===== config.mk =====
export PLATFORM = sky130hd
export DESIGN_NAME = ltr_centre
export DESIGN_NICKNAME = d
export VERILOG_FILES = /design/src/design/ltr_pkg.sv /design/src/design/ltr_centre.sv
export SDC_FILE = /design/constraint.sdc
export NUM_CORES = 1
export LEC_CHECK = 0
export BUFFER_PORTS_ARGS = -buffer_cell sky130_fd_sc_hd__buf_2
export CORE_MARGIN = 2
export CORE_UTILIZATION = 32
export CTS_CLUSTER_DIAMETER = 50
export DETAILED_ROUTE_END_ITERATION = 10
export GPL_TIMING_DRIVEN = 0
export HOLD_SLACK_MARGIN = 0.12
export REMOVE_ABC_BUFFERS = 1
export SLEW_MARGIN = 20
export SYNTH_ARGS = -nofsm -noshare
export SYNTH_HDL_FRONTEND = slang
export SYNTH_SLANG_ARGS = --single-unit

===== constraint.sdc =====
create_clock -name aclk -period 11.8 [get_ports aclk]
set_clock_uncertainty 0.2 [all_clocks]
set_input_delay 2.36 -clock aclk [delete_from_list [all_inputs] [get_ports aclk]]
set_output_delay 2.36 -clock aclk [all_outputs]
set_load 0.02 [all_outputs]

===== src/design/ltr_pkg.sv =====
`timescale 1ns / 1ps
// Shared constants, types and tables of the LED trail two-cursor renderer.
package ltr_pkg;

    // Strip and ball geometry.
    localparam int NUM_PIXELS     = 117;
    localparam int BALL_WIDTH     = 7;
    localparam int STEPS_PER_TURN = 24;
    localparam int HALF_WIDTH     = BALL_WIDTH / 2;
    localparam int HALF_DIV       = (HALF_WIDTH > 0) ? HALF_WIDTH : 1;

    // Field widths.
    localparam int COUNT_W     = 15;
    localparam int PIXEL_W     = 7;
    localparam int LEVEL_W     = 16;
    localparam int CHANNEL_W   = 8;
    localparam int COLOR_W     = 3 * CHANNEL_W;
    localparam int CFG_INDEX_W = 2;
    localparam int CFG_DATA_W  = 16;

    // Stream packing, padded to whole bytes.
    localparam int IN_FIELDS_W  = 2 * COUNT_W + PIXEL_W;
    localparam int IN_TDATA_W   = ((IN_FIELDS_W + 7) / 8) * 8;
    localparam int IN_PAD_W     = IN_TDATA_W - IN_FIELDS_W;
    localparam int OUT_FIELDS_W = PIXEL_W + COLOR_W;
    localparam int OUT_TDATA_W  = ((OUT_FIELDS_W + 7) / 8) * 8;
    localparam int OUT_PAD_W    = OUT_TDATA_W - OUT_FIELDS_W;

    // Trail store addressing.
    localparam int ADDR_W = $clog2(NUM_PIXELS);

    // Full scale of a Q0.16 level and the colour scales.
    localparam int FULL_LEVEL  = 65535;
    localparam int FULL_SCALE  = 255;
    localparam int HALF_SCALE  = 128;

    // Register reset values.
    localparam logic [CFG_DATA_W-1:0] FADE_RESET  = 16'd60293;
    localparam logic [CFG_DATA_W-1:0] FLOOR_RESET = 16'd655;
    localparam logic [CFG_DATA_W-1:0] GAIN_RESET  = 16'd52428;

    // Configuration register indexes.
    typedef enum logic [CFG_INDEX_W-1:0] {
        CFG_FADE_FACTOR = 2'd0,
        CFG_FLOOR_LEVEL = 2'd1,
        CFG_SECOND_GAIN = 2'd2
    } cfg_index_t;

    // Centre mapping: x = count*(N-1), reduced modulo N*STEPS by a reciprocal.
    localparam int SPAN         = NUM_PIXELS * STEPS_PER_TURN;
    localparam int X_W          = COUNT_W + $clog2(NUM_PIXELS);
    localparam int RECIP_SPAN   = (1 << X_W) / SPAN;
    localparam int RECIP_SPAN_W = $clog2(RECIP_SPAN + 1);
    localparam int R0_W         = $clog2(2 * SPAN);

    // Rounded division of u = 2r + STEPS by 2*STEPS.
    localparam int TWO_STEPS    = 2 * STEPS_PER_TURN;
    localparam int U_W          = $clog2(2 * SPAN + STEPS_PER_TURN);
    localparam int RECIP_U      = (1 << U_W) / TWO_STEPS;
    localparam int RECIP_U_W    = $clog2(RECIP_U + 1);
    localparam int C_W          = $clog2(NUM_PIXELS + 1);

    // Pixel to centre distance.
    localparam int DIFF_W = ((C_W > PIXEL_W) ? C_W : PIXEL_W) + 1;
    localparam int HW_W   = $clog2(HALF_WIDTH + 1);

    // Colour scaling: level*scale divided by the full level through a reciprocal.
    localparam int COLOR_X_W    = LEVEL_W + CHANNEL_W;
    localparam int RECIP_FULL   = (1 << COLOR_X_W) / FULL_LEVEL;
    localparam int RECIP_FULL_W = $clog2(RECIP_FULL + 1);

    // Ball brightness by remaining distance to the edge, h - d.
    typedef logic [LEVEL_W-1:0] ball_table_t [0:HALF_WIDTH];

    function automatic ball_table_t make_ball_table();
        ball_table_t t;
        for (int k = 0; k <= HALF_WIDTH; k++) begin
            t[k] = LEVEL_W'((k * FULL_LEVEL) / HALF_DIV);
        end
        return t;
    endfunction

    localparam ball_table_t BALL_TABLE = make_ball_table();

endpackage


===== src/design/ltr_centre.sv =====
`timescale 1ns / 1ps
// Pipelined mapping of one encoder count to its rounded ball centre on the strip.
module ltr_centre (
    input  logic                        aclk,
    input  logic                        en,
    input  logic [ltr_pkg::COUNT_W-1:0] count,
    output logic [ltr_pkg::C_W-1:0]     centre
);

    localparam int PROD_SPAN_W = ltr_pkg::X_W + ltr_pkg::RECIP_SPAN_W;
    localparam int PROD_U_W    = ltr_pkg::U_W + ltr_pkg::RECIP_U_W;

    logic [ltr_pkg::X_W-1:0]          x_reg;
    logic [ltr_pkg::X_W-1:0]          x2_reg;
    logic [ltr_pkg::RECIP_SPAN_W-1:0] qe_reg;
    logic [ltr_pkg::R0_W-1:0]         r0_reg;
    logic [ltr_pkg::U_W-1:0]          u_reg;
    logic [ltr_pkg::U_W-1:0]          u2_reg;
    logic [ltr_pkg::RECIP_U_W-1:0]    ce_reg;
    logic [ltr_pkg::C_W-1:0]          centre_reg;

    logic [PROD_SPAN_W-1:0]           prod_span;
    logic [ltr_pkg::X_W-1:0]          rem_wide;
    logic [ltr_pkg::R0_W-1:0]         r_fix;
    logic [ltr_pkg::U_W-1:0]          u_next;
    logic [PROD_U_W-1:0]              prod_u;
    logic [ltr_pkg::U_W-1:0]          u_rem;
    logic [ltr_pkg::C_W-1:0]          centre_next;

    // Quotient estimate of x by the span, low by at most one.
    assign prod_span = PROD_SPAN_W'(x_reg) * PROD_SPAN_W'(ltr_pkg::RECIP_SPAN);

    // Remainder before correction stays below twice the span.
    assign rem_wide = x2_reg - ltr_pkg::X_W'(qe_reg * ltr_pkg::SPAN);

    // One corrective subtract, then form 2r + STEPS for rounding half up.
    always_comb begin
        if (r0_reg >= ltr_pkg::R0_W'(ltr_pkg::SPAN)) begin
            r_fix = r0_reg - ltr_pkg::R0_W'(ltr_pkg::SPAN);
        end else begin
            r_fix = r0_reg;
        end
        u_next = ltr_pkg::U_W'({r_fix, 1'b0}) + ltr_pkg::U_W'(ltr_pkg::STEPS_PER_TURN);
    end

    // Quotient estimate of u by twice the steps per turn.
    assign prod_u = PROD_U_W'(u_reg) * PROD_U_W'(ltr_pkg::RECIP_U);

    // Final correction of the centre.
    always_comb begin
        u_rem = u2_reg - ltr_pkg::U_W'(ce_reg * ltr_pkg::TWO_STEPS);
        if (u_rem >= ltr_pkg::U_W'(ltr_pkg::TWO_STEPS)) begin
            centre_next = ltr_pkg::C_W'(ce_reg) + ltr_pkg::C_W'(1);
        end else begin
            centre_next = ltr_pkg::C_W'(ce_reg);
        end
    end

    // Pipeline registers, advanced together with the rest of the block.
    always_ff @(posedge aclk) begin
        if (en) begin
            x_reg      <= ltr_pkg::X_W'(count * (ltr_pkg::NUM_PIXELS - 1));
            x2_reg     <= x_reg;
            qe_reg     <= prod_span[ltr_pkg::X_W +: ltr_pkg::RECIP_SPAN_W];
            r0_reg     <= ltr_pkg::R0_W'(rem_wide);
            u_reg      <= u_next;
            u2_reg     <= u_reg;
            ce_reg     <= prod_u[ltr_pkg::U_W +: ltr_pkg::RECIP_U_W];
            centre_reg <= centre_next;
        end
    end

    assign centre = centre_reg;

endmodule


=== After elaboration in Yosys (flattened, before gate mapping) ===
Cells that the tools add are included.
W data, S select, Z words.

* Order comparisons: 2
* Multiply operators: 5
* Muxes and demuxes: 2
* Add/subtract/negate cells: 5

{| class="wikitable"
|+ Operators by type and width
! kind !! number
|-
| $mul A20 B11 Y31 const B || 1
|-
| $sub A13 B13 Y13 || 2
|-
| $mul A13 B7 Y20 const B || 1
|-
| $mul A15 B5 Y20 const B || 1
|-
| $add A13 B5 Y13 const B || 1
|-
| $ge A13 B12 Y1 const B || 1
|-
| $ge A13 B6 Y1 const B || 1
|-
| $mux W12 || 1
|-
| $sub A12 B12 Y12 const B || 1
|-
| $mul A11 B9 Y10 const B || 1
|-
| $mul A8 B2 Y9 const B || 1
|-
| $add A7 B1 Y7 const B || 1
|-
| $mux W7 || 1
|}

* Input bits: 17
* Output and inout port bits: 7
* Register bits: 96
* Logic and storage cells: 22

=== Depth between registers and ports, before layout ===
Gate-level depths: netlist of run 1.

* Depth in word-level cells: 4
* Gate-level depth with buffers: 19
* Mapped depth without buffers: 19

=== Least setup slack after synthesis of run 1 ===
No wires, ideal clock.

* Kind: input-to-reg
* From: input port count[1] (netlist bit)
* To: register x_reg[21] (netlist bit) (data pin)
* Path slack: 6.143 ns
* Required time: 11.340 ns
* Library setup time: 0.260 ns
* Stages: 13
* Arrival: 5.198 ns
* Buffers on the path: 0
* Cell sequence: fa_1 ha_1 inv_1 fa_1 inv_1 ha_1 a21o_1 a21oi_1 o21bai_1 a31o_2 a211o_1 a21oi_1 xnor2_1

* Longest elaborated chain between the ends: 1

{| class="wikitable"
|+ RTL lines
! item !! RTL line !! RTL
|-
| start, declared || ltr_centre.sv:6 || <nowiki>input logic [ltr_pkg::COUNT_W-1:0] count,</nowiki>
|-
| $mul A15 B5 Y20 || ltr_centre.sv:62 || <nowiki>x_reg <= ltr_pkg::X_W'(count * (ltr_pkg::NUM_PIXELS - 1));</nowiki>
|-
| end signal, assigned || ltr_centre.sv:62 ||
|-
| end, declared || ltr_centre.sv:13 || <nowiki>logic [ltr_pkg::X_W-1:0] x_reg;</nowiki>
|}

No other way between the ends.
A chain may end at the register's enable or synchronous reset.

=== Worst setup path in the final report of run 1 ===
* From: input port count[7] (netlist bit)
* To: register x_reg[18] (netlist bit) (data pin)

The elaborated chain is that of the path after synthesis.

==> impl_metrics.csv, run 1 <==
group,metric,value,unit
floorplan,rows,71,
global_routing,grt_use_total,11.63,%
clock_network,cts_resized,0,
clock_network,h-tree-depth,3,
route,wirelength,21590,um
sta,period_minus_slack,5.659,ns
yosys,synth_flop_cell,"edfxtp_1",
worst_setup_path,crit_type,"primary input to flop",
route,drt-pass1-iter-count,4,
place,gp_congestion,0.8267,
yosys,yosys-top-cells-area,"ha_1, fa_1, edfxtp_1, inv_1, xnor2_1",
worst_setup_path,required,11.70,ns
sta,setup_ws,6.141,ns
sta,max_freq,0.1767,GHz
route,drt.antenna.violating_nets,0,
clock_network,cts.sinks,86,
sta,rsz0062_at_grt,"false",
final_layout,largest_reg_flops,20,
floorplan,initial_core_util,32.54,%
worst_setup_path,critical_path_peak_fanout,6,
yosys,postSynthCellCount,1183,
global_routing,antenna_found_initial,0,
floorplan,die_area,39980,sq um
sta,fin_setup_tns,0,ns
yosys,yosys_warnings,0,
worst_setup_path,cp-end-kind,"flop",
sta,finalHoldViolCount,0,
clock_network,cts_tree,"yes",
sta,relSlewSlack,59.93,%
clock_network,cts_buffers,9,
clock_network,holdBufCountCts,0,
clock_network,post_cts_buffers,0,
clock_network,cts.reportedPaths.clkPinSlew,0.07,ns
sta,drv_slew,0,
sta,fin_crit_sh,47.96,%
sta,setup_viol_count_final,0,
yosys,synth_top_area_share,25.05,%
route,drt-wirelength-per-cell,12.47,um
global_routing,grt_pass1_wl,37430,um
sta,tightest_slew,0.5859,ns
yosys,synth.distinct_cells,76,
yosys,synth_top_area_cell,"ha_1",
route,num_vias,7818,
yosys,synthArstFlopShare,0,%
worst_setup_path,cp.arrival,5.56,ns
clock_network,cts-root-buf,"clkbuf_16",
floorplan,die_h,199.9,um
worst_setup_path,reg2reg_depth,15,
route,drtIter0Drc,183,
route,viasPerCell,4.516,
floorplan,core-area,37760,sq um
min_path,whs_path_depth,0,
worst_setup_path,startpoint_type,"primary input",
place,io_buffers,23,
global_routing,grt_pass1_vias,8270,
yosys,synth_area,12290,sq um
final_layout,layout-drive-gt1-share,5.328,%
worst_setup_path,reg2reg_slack,6.16,ns
place,pre_cts_ws,5.789,ns
floorplan,die-width,199.9,um
final_layout,antenna_cells,0,
yosys,synth_area_per_cell,10.39,sq um
flow_run,maxCapViolCount,0,
final_layout,area_delta_synth_final,8.738,%
worst_setup_path,max_stage_delay,0.50,ns
final_layout,fin_cells,1731,
worst_setup_path,path_cells,"buf_2, fa_1, ha_1, inv_1, fa_1, inv_1, ha_1, a21oi_1, o21bai_1, or3_1, a21oi_1, nor2_1, a41oi_1, xnor2_1",
min_path,hp-class,"flop to flop",
floorplan,num_io_pins,24,
outcome,status,"finished clean",
place,place_inst,1715,
global_routing,grt-ovfl-total,0,
final_layout,nets,1610,
global_routing,grt_max_degree,45,
place,dp_hpwl,18430,um
route,drcViolationCount,0,
yosys,ys_ff_latch,86,
clock_network,clockBufferDepth,2,
yosys,ys_seq_area_share,21.02,%
worst_setup_path,slowest_stage,"fa_1",
clock_network,clk_latency,0.35,ns
yosys,synth-edff-count,86,
## Yosys cell counts (3+ instances only)
library cell / count
o21bai_1: 9
nand4_1: 6
o21a_1: 8
a21oi_1: 50
or3_1: 4
nand3_1: 10
ha_1: 246
nor2b_1: 9
fa_1: 132
nand2_1: 21
o21ai_0: 28
a21o_1: 30
a31oi_1: 4
a21boi_0: 3
xnor2_1: 60
nor3_1: 10
xor2_1: 31
o211ai_1: 3
or2_2: 3
o31ai_1: 5
and3_1: 3
edfxtp_1: 86
a211oi_1: 3
inv_1: 313
nor2_1: 31
nand2b_1: 10
nand4b_1: 5
## layout by cell type, fill, tap and decap left out, types with 21 or more instances in the layout
master and n:
a21o_1 30, a21oi_1 50, buf_2 22, edfxtp_1 86
fa_1 132, ha_1 246, inv_1 313, nand2_1 21
nor2_1 31, o21ai_0 28, xnor2_1 60, xor2_1 31
## critical path: cells and delay by family
| family | cells | cell delay, ns |
|---|---|---|
| adders and majority gates | 4 | 1.64 |
| AOI/OAI and AO/OA | 4 | 0.81 |
| and+or+nand+nor | 2 | 0.44 |
| buffers and inverters | 3 | 0.23 |
| xor gates and xnor gates | 1 | 0.08 |
## layout make-up
| type | count | area [sq um] |
|---|---|---|
| timing repair buffer | 24 | 137.6 |
| multi-input combinational | 781 | 8511 |
| sequential | 86 | 2582 |
| inverter | 313 | 1175 |
| fill | 3832 | 24400 |
| clock buffer | 10 | 229.0 |
| clock inverter | 6 | 85.08 |
| tap | 511 | 639.4 |
## stage by stage
stage	cell area, sq um	utilization, %	hold WS, ns
after CTS	13360	35.38	0.2328
after global placement	13020	34.49	0.2070
after global routing	13360	35.38	0.2395
final	13360	35.38	0.2327
after floorplan	12270	-	0.2003
after detailed placement	13050	34.55	0.2120
## cells by family after synthesis
group / synth area share (%)
multiplexers: 0.1630
buffers and inverters: 9.706
flip-flops: 21.02
XOR/XNOR: 6.487
adder cells (fa/ha/maj): 46.56
AND/OR/NAND/NOR: 6.253
AO/OA/AOI/OAI: 9.808
## routing by layer
metal	vias up	part of all wire, %	GRT usage, %
li1	3975	-	-
met1	3748	43	13.60
met2	58	53	21.99
met3	37	1.5	1.462
met4	0	2.2	3.621
met5	-	0	0
## final timing paths
check | from | end
worst max register to register | x_reg[12] | qe_reg[9]
worst min register to register | x2_reg[2] | r0_reg[2]
worst max-delay path | count[7] | x_reg[18]
worst min-delay path | x2_reg[2] | r0_reg[2]
Power of run 1 is left out: the tool's default activity adds up to more than one toggle a clock period on the data nets, which glitch-free logic cannot reach.
==> run 2, diff against run 1 <==
- clock period: 11.8 -> 5.94 ns (I/O delays scaled with it)
==> run 2 against run 1 <==
Against the previous run: cell count unchanged; count of clock-buffer cells in the layout is the same; register-to-register slack worse by 5.8 ns; via count up 0.27%; sequential share of layout area stayed put; critical path type is now flop to flop; setup slack worse by 5.8 ns; critical path depth grew 2.
==> impl_metrics.csv, run 2 (same netlist as run 1, synthesis figures left out) <==
group,metric,value,unit
clock_network,cts_buffers,9,
clock_network,clk_latency,0.35,ns
route,wirelength,21610,um
clock_network,cts-root-buf,"clkbuf_16",
final_layout,antenna_cells,0,
sta,rsz0062_at_grt,"false",
worst_setup_path,cp-end-kind,"flop",
global_routing,grt_pass1_vias,8270,
route,drcViolationCount,0,
floorplan,num_io_pins,24,
floorplan,initial_core_util,32.54,%
place,gp_congestion,0.8267,
floorplan,die_h,199.9,um
route,viasPerCell,4.529,
final_layout,layout-drive-gt1-share,5.328,%
worst_setup_path,critical_path_peak_fanout,8,
worst_setup_path,reg2reg_from,"x_reg[8]",
worst_setup_path,required,5.83,ns
final_layout,area_delta_synth_final,8.738,%
worst_setup_path,crit_type,"flop to flop",
worst_setup_path,cp.arrival,5.45,ns
final_layout,final_cell_mix,"inv_1, ha_1, fa_1",
final_layout,nets,1610,
place,dp_hpwl,18430,um
final_layout,largest_reg_flops,20,
floorplan,die_area,39980,sq um
worst_setup_path,startpoint_type,"flop",
global_routing,grtUsageMet3,1.462,%
route,drtIter0Drc,197,
clock_network,h-tree-depth,3,
global_routing,grt_use_met2,21.99,%
global_routing,grt_pass1_wl,37430,um
sta,fin_setup_tns,0,ns
route,drt.antenna.violating_nets,0,
sta,hold_ws,0.2334,ns
clock_network,cts.reportedPaths.clkPinSlew,0.07,ns
flow_run,maxCapViolCount,0,
clock_network,cts_tree,"yes",
outcome,status,"finished clean",
floorplan,rows,71,
route,num_vias,7839,
worst_setup_path,crit_start,"x_reg[8]",
clock_network,clockBufferDepth,2,
global_routing,antenna_found_initial,0,
sta,period_minus_slack,5.557,ns
place,io_buffers,23,
clock_network,cts.sinks,86,
floorplan,core-area,37760,sq um
sta,finalHoldViolCount,0,
global_routing,grt_max_degree,45,
route,drt-pass1-iter-count,4,
floorplan,die-width,199.9,um
min_path,hp-class,"flop to flop",
sta,drv_slew,0,
route,drt-wirelength-per-cell,12.48,um
min_path,hp-start,"x2_reg[2]",
sta,max_freq,0.1800,GHz
global_routing,busiest_layer,"met2",
sta,fin_crit_sh,93.55,%
sta,relSlewSlack,59.93,%
global_routing,grt_use_total,11.63,%
global_routing,grt-ovfl-total,0,
sta,tightest_slew,0.5859,ns
global_routing,grt_use_met1,13.60,%
final_layout,final_common_cell,"inv_1",
sta,setup_viol_count_final,0,
worst_setup_path,reg2reg_slack,0.38,ns
## run 2: timing repair
item	CTS	global route
buffers inserted	0	0
endpoints found under the setup margin	0	2
gates resized for setup	0	1
hold buffers	0	0
## run 2: routing by layer
layer,part of all wire [%],vias to the layer above,routed length [um]
li1,-,3971,-
met1,43,3769,9379
met2,53,62,11430
met3,1.5,37,326
met4,2.2,0,473
met5,0,-,0
## run 2: metrics by stage
| step | utilization [%] | instance area, sq um | setup slack (ns) | cells |
|---|---|---|---|---|
| after floorplan | - | 12270 | 0.9430 | 1180 |
| after CTS | 35.38 | 13360 | 0.2438 | 1731 |
| after detailed placement | 34.55 | 13050 | 0.2700 | 1715 |
| after global routing | 35.38 | 13360 | 0.005802 | 1731 |
| final | 35.38 | 13360 | 0.3832 | 1731 |
| after global placement | 34.49 | 13020 | 0.3566 | 1714 |
## run 2: cell type report
type / count / area, sq um
fill: 3832 / 24400
multi-input combinational: 781 / 8511
sequential: 86 / 2582
inverter: 313 / 1175
tap: 511 / 639.4
clock buffer: 10 / 229.0
timing repair buffer: 24 / 137.6
clock inverter: 6 / 85.08
## run 2: path summary, 6_finish.rpt
path                             endpoint  cells after the start
worst max-delay path            qe_reg[0]                     16
worst min register to register  r0_reg[2]                      0
worst max register to register  qe_reg[0]                     16
worst min-delay path            r0_reg[2]                      0
## run 2: worst max-delay path, stage by stage, from the launching register on
cell	delay (ns)
edfxtp_1	0.59
ha_1	0.42
ha_1	0.33
xor2_1	0.19
fa_1	0.47
fa_1	0.54
inv_1	0.05
fa_1	0.53
inv_1	0.04
ha_1	0.33
a21oi_1	0.16
nor2b_1	0.06
a2111oi_0	0.47
o21bai_1	0.21
a221o_1	0.45
a21oi_2	0.18
xnor2_1	0.07
Power of run 2 is left out for the same reason.
==> run 3, diff against run 2 <==
- CTS_BUF_LIST: not set -> sky130_fd_sc_hd__clkbuf_8
- clock period: 5.94 -> 5.3 ns (I/O delays scaled with it)
==> run 3 against run 2 <==
Against the previous run: core utilization up 1.8 points; die area unchanged; global-route usage up 0.28 points; non-clock buffer count up 54; cell area up 5.2%; flip-flop and latch count unchanged; critical endpoint is now qe_reg[9]; largest cell class unchanged; highest routed layer unchanged.
==> impl_metrics.csv, run 3 (same netlist as run 1, synthesis figures left out) <==
group,metric,value,unit
global_routing,antenna_found_initial,0,
place,io_buffers,23,
route,drt.antenna.violating_nets,0,
sta,setup_viol_count_final,0,
final_layout,layout-drive-gt1-share,12.95,%
clock_network,cts_tree,"yes",
worst_setup_path,required,5.22,ns
sta,tightest_slew,0.6019,ns
worst_setup_path,crit_start,"x_reg[14]",
clock_network,cts_buffers,9,
clock_network,clockBufferDepth,2,
sta,finalHoldViolCount,0,
final_layout,antenna_cells,0,
min_path,whs_path_depth,0,
route,drtIter0Drc,196,
global_routing,grt_max_degree,45,
min_path,hp-class,"flop to flop",
sta,hold_ws,0.2465,ns
global_routing,grt-ovfl-total,0,
worst_setup_path,reg2reg_from,"x_reg[14]",
sta,fin_crit_sh,97.29,%
worst_setup_path,startpoint_type,"flop",
route,drt-pass1-iter-count,5,
worst_setup_path,reg2reg_depth,18,
place,gp_congestion,0.8267,
sta,relSlewSlack,59.88,%
sta,max_freq,0.1939,GHz
route,viasPerCell,4.545,
sta,drv_slew,0,
outcome,status,"finished clean",
floorplan,die-width,199.9,um
worst_setup_path,crit_type,"flop to flop",
global_routing,grt_pass1_wl,38200,um
floorplan,num_io_pins,24,
floorplan,die_area,39980,sq um
final_layout,area_delta_synth_final,14.38,%
worst_setup_path,critical_path_peak_fanout,5,
final_layout,final_common_cell,"inv_1",
clock_network,cts.reportedPaths.clkPinSlew,0.10,ns
route,drt-wirelength-per-cell,12.91,um
clock_network,clk_latency,0.38,ns
flow_run,maxCapViolCount,0,
final_layout,final_cell_mix,"inv_1, ha_1, fa_1",
final_layout,nFillCells,3742,
final_layout,nets,1664,
floorplan,core-area,37760,sq um
final_layout,largest_reg_flops,20,
place,dp_hpwl,18430,um
clock_network,holdBufCountCts,0,
floorplan,die_h,199.9,um
route,drcViolationCount,0,
min_path,hp-start,"x2_reg[2]",
worst_setup_path,cp-end-kind,"flop",
worst_setup_path,cp.arrival,5.08,ns
route,wirelength,23040,um
clock_network,h-tree-depth,3,
sta,period_minus_slack,5.156,ns
floorplan,initial_core_util,32.54,%
route,num_vias,8112,
clock_network,cts.sinks,86,
global_routing,grt_use_total,11.91,%
global_routing,grt_pass1_vias,8402,
clock_network,cts-root-buf,"clkbuf_8",
floorplan,rows,71,
run 3: layout make-up:
type	instances	area, sq um	share of cell area, %
Multi-Input combinational cell	781	8877	63.17
Sequential cell	86	2582	18.38
Inverter	313	1175	8.361
Tap cell	511	639.4	4.550
Timing Repair Buffer	78	565.5	4.025
Clock buffer	9	123.9	0.8815
Clock inverter	7	88.84	0.6322
run 3: metal layers:
metal	wire [um]	track usage [%]
met4	533	3.868
met3	451	1.546
met1	9743	13.81
met5	0	0
met2	12310	22.56
run 3: through the flow:
step | area (sq um) | util [%] | setup slack, ns | instances | TNS [ns]
global placement | 13020 | 34.49 | -0.2834 | 1714 | -1.154
floorplan | 12270 | - | 0.3030 | 1180 | 0
CTS | 13500 | 35.76 | 0.01292 | 1757 | 0
global route | 14050 | 37.22 | -0.05967 | 1785 | -0.1687
detailed placement | 13050 | 34.55 | -0.3700 | 1715 | -1.726
finish | 14050 | 37.22 | 0.1439 | 1785 | 0
run 3: final timing paths:
check	slack (ns)	to
worst max register to register	0.14	qe_reg[9]
worst min-delay path	0.25	r0_reg[2]
worst max-delay path	0.14	qe_reg[9]
worst min register to register	0.25	r0_reg[2]
run 3: worst max-delay path, stage by stage, from the launching register on:
cell	delay, ns
edfxtp_1	0.52
buf_6	0.17
ha_4	0.27
inv_2	0.05
fa_1	0.53
inv_1	0.05
fa_1	0.46
fa_1	0.49
inv_1	0.06
fa_1	0.54
inv_2	0.05
ha_4	0.27
o21ai_1	0.08
a211oi_2	0.28
nand3_1	0.14
o211a_4	0.31
o21ai_4	0.17
or4_4	0.15
nand4_1	0.07
run 3: repair_timing:
item                       in CTS  in global routing
buffers inserted               26                 28
resized for setup              10                 48
setup endpoints to repair       9                  9
cloned                          0                  0
pin swaps                       1                 41
Power of run 3 is left out for the same reason.
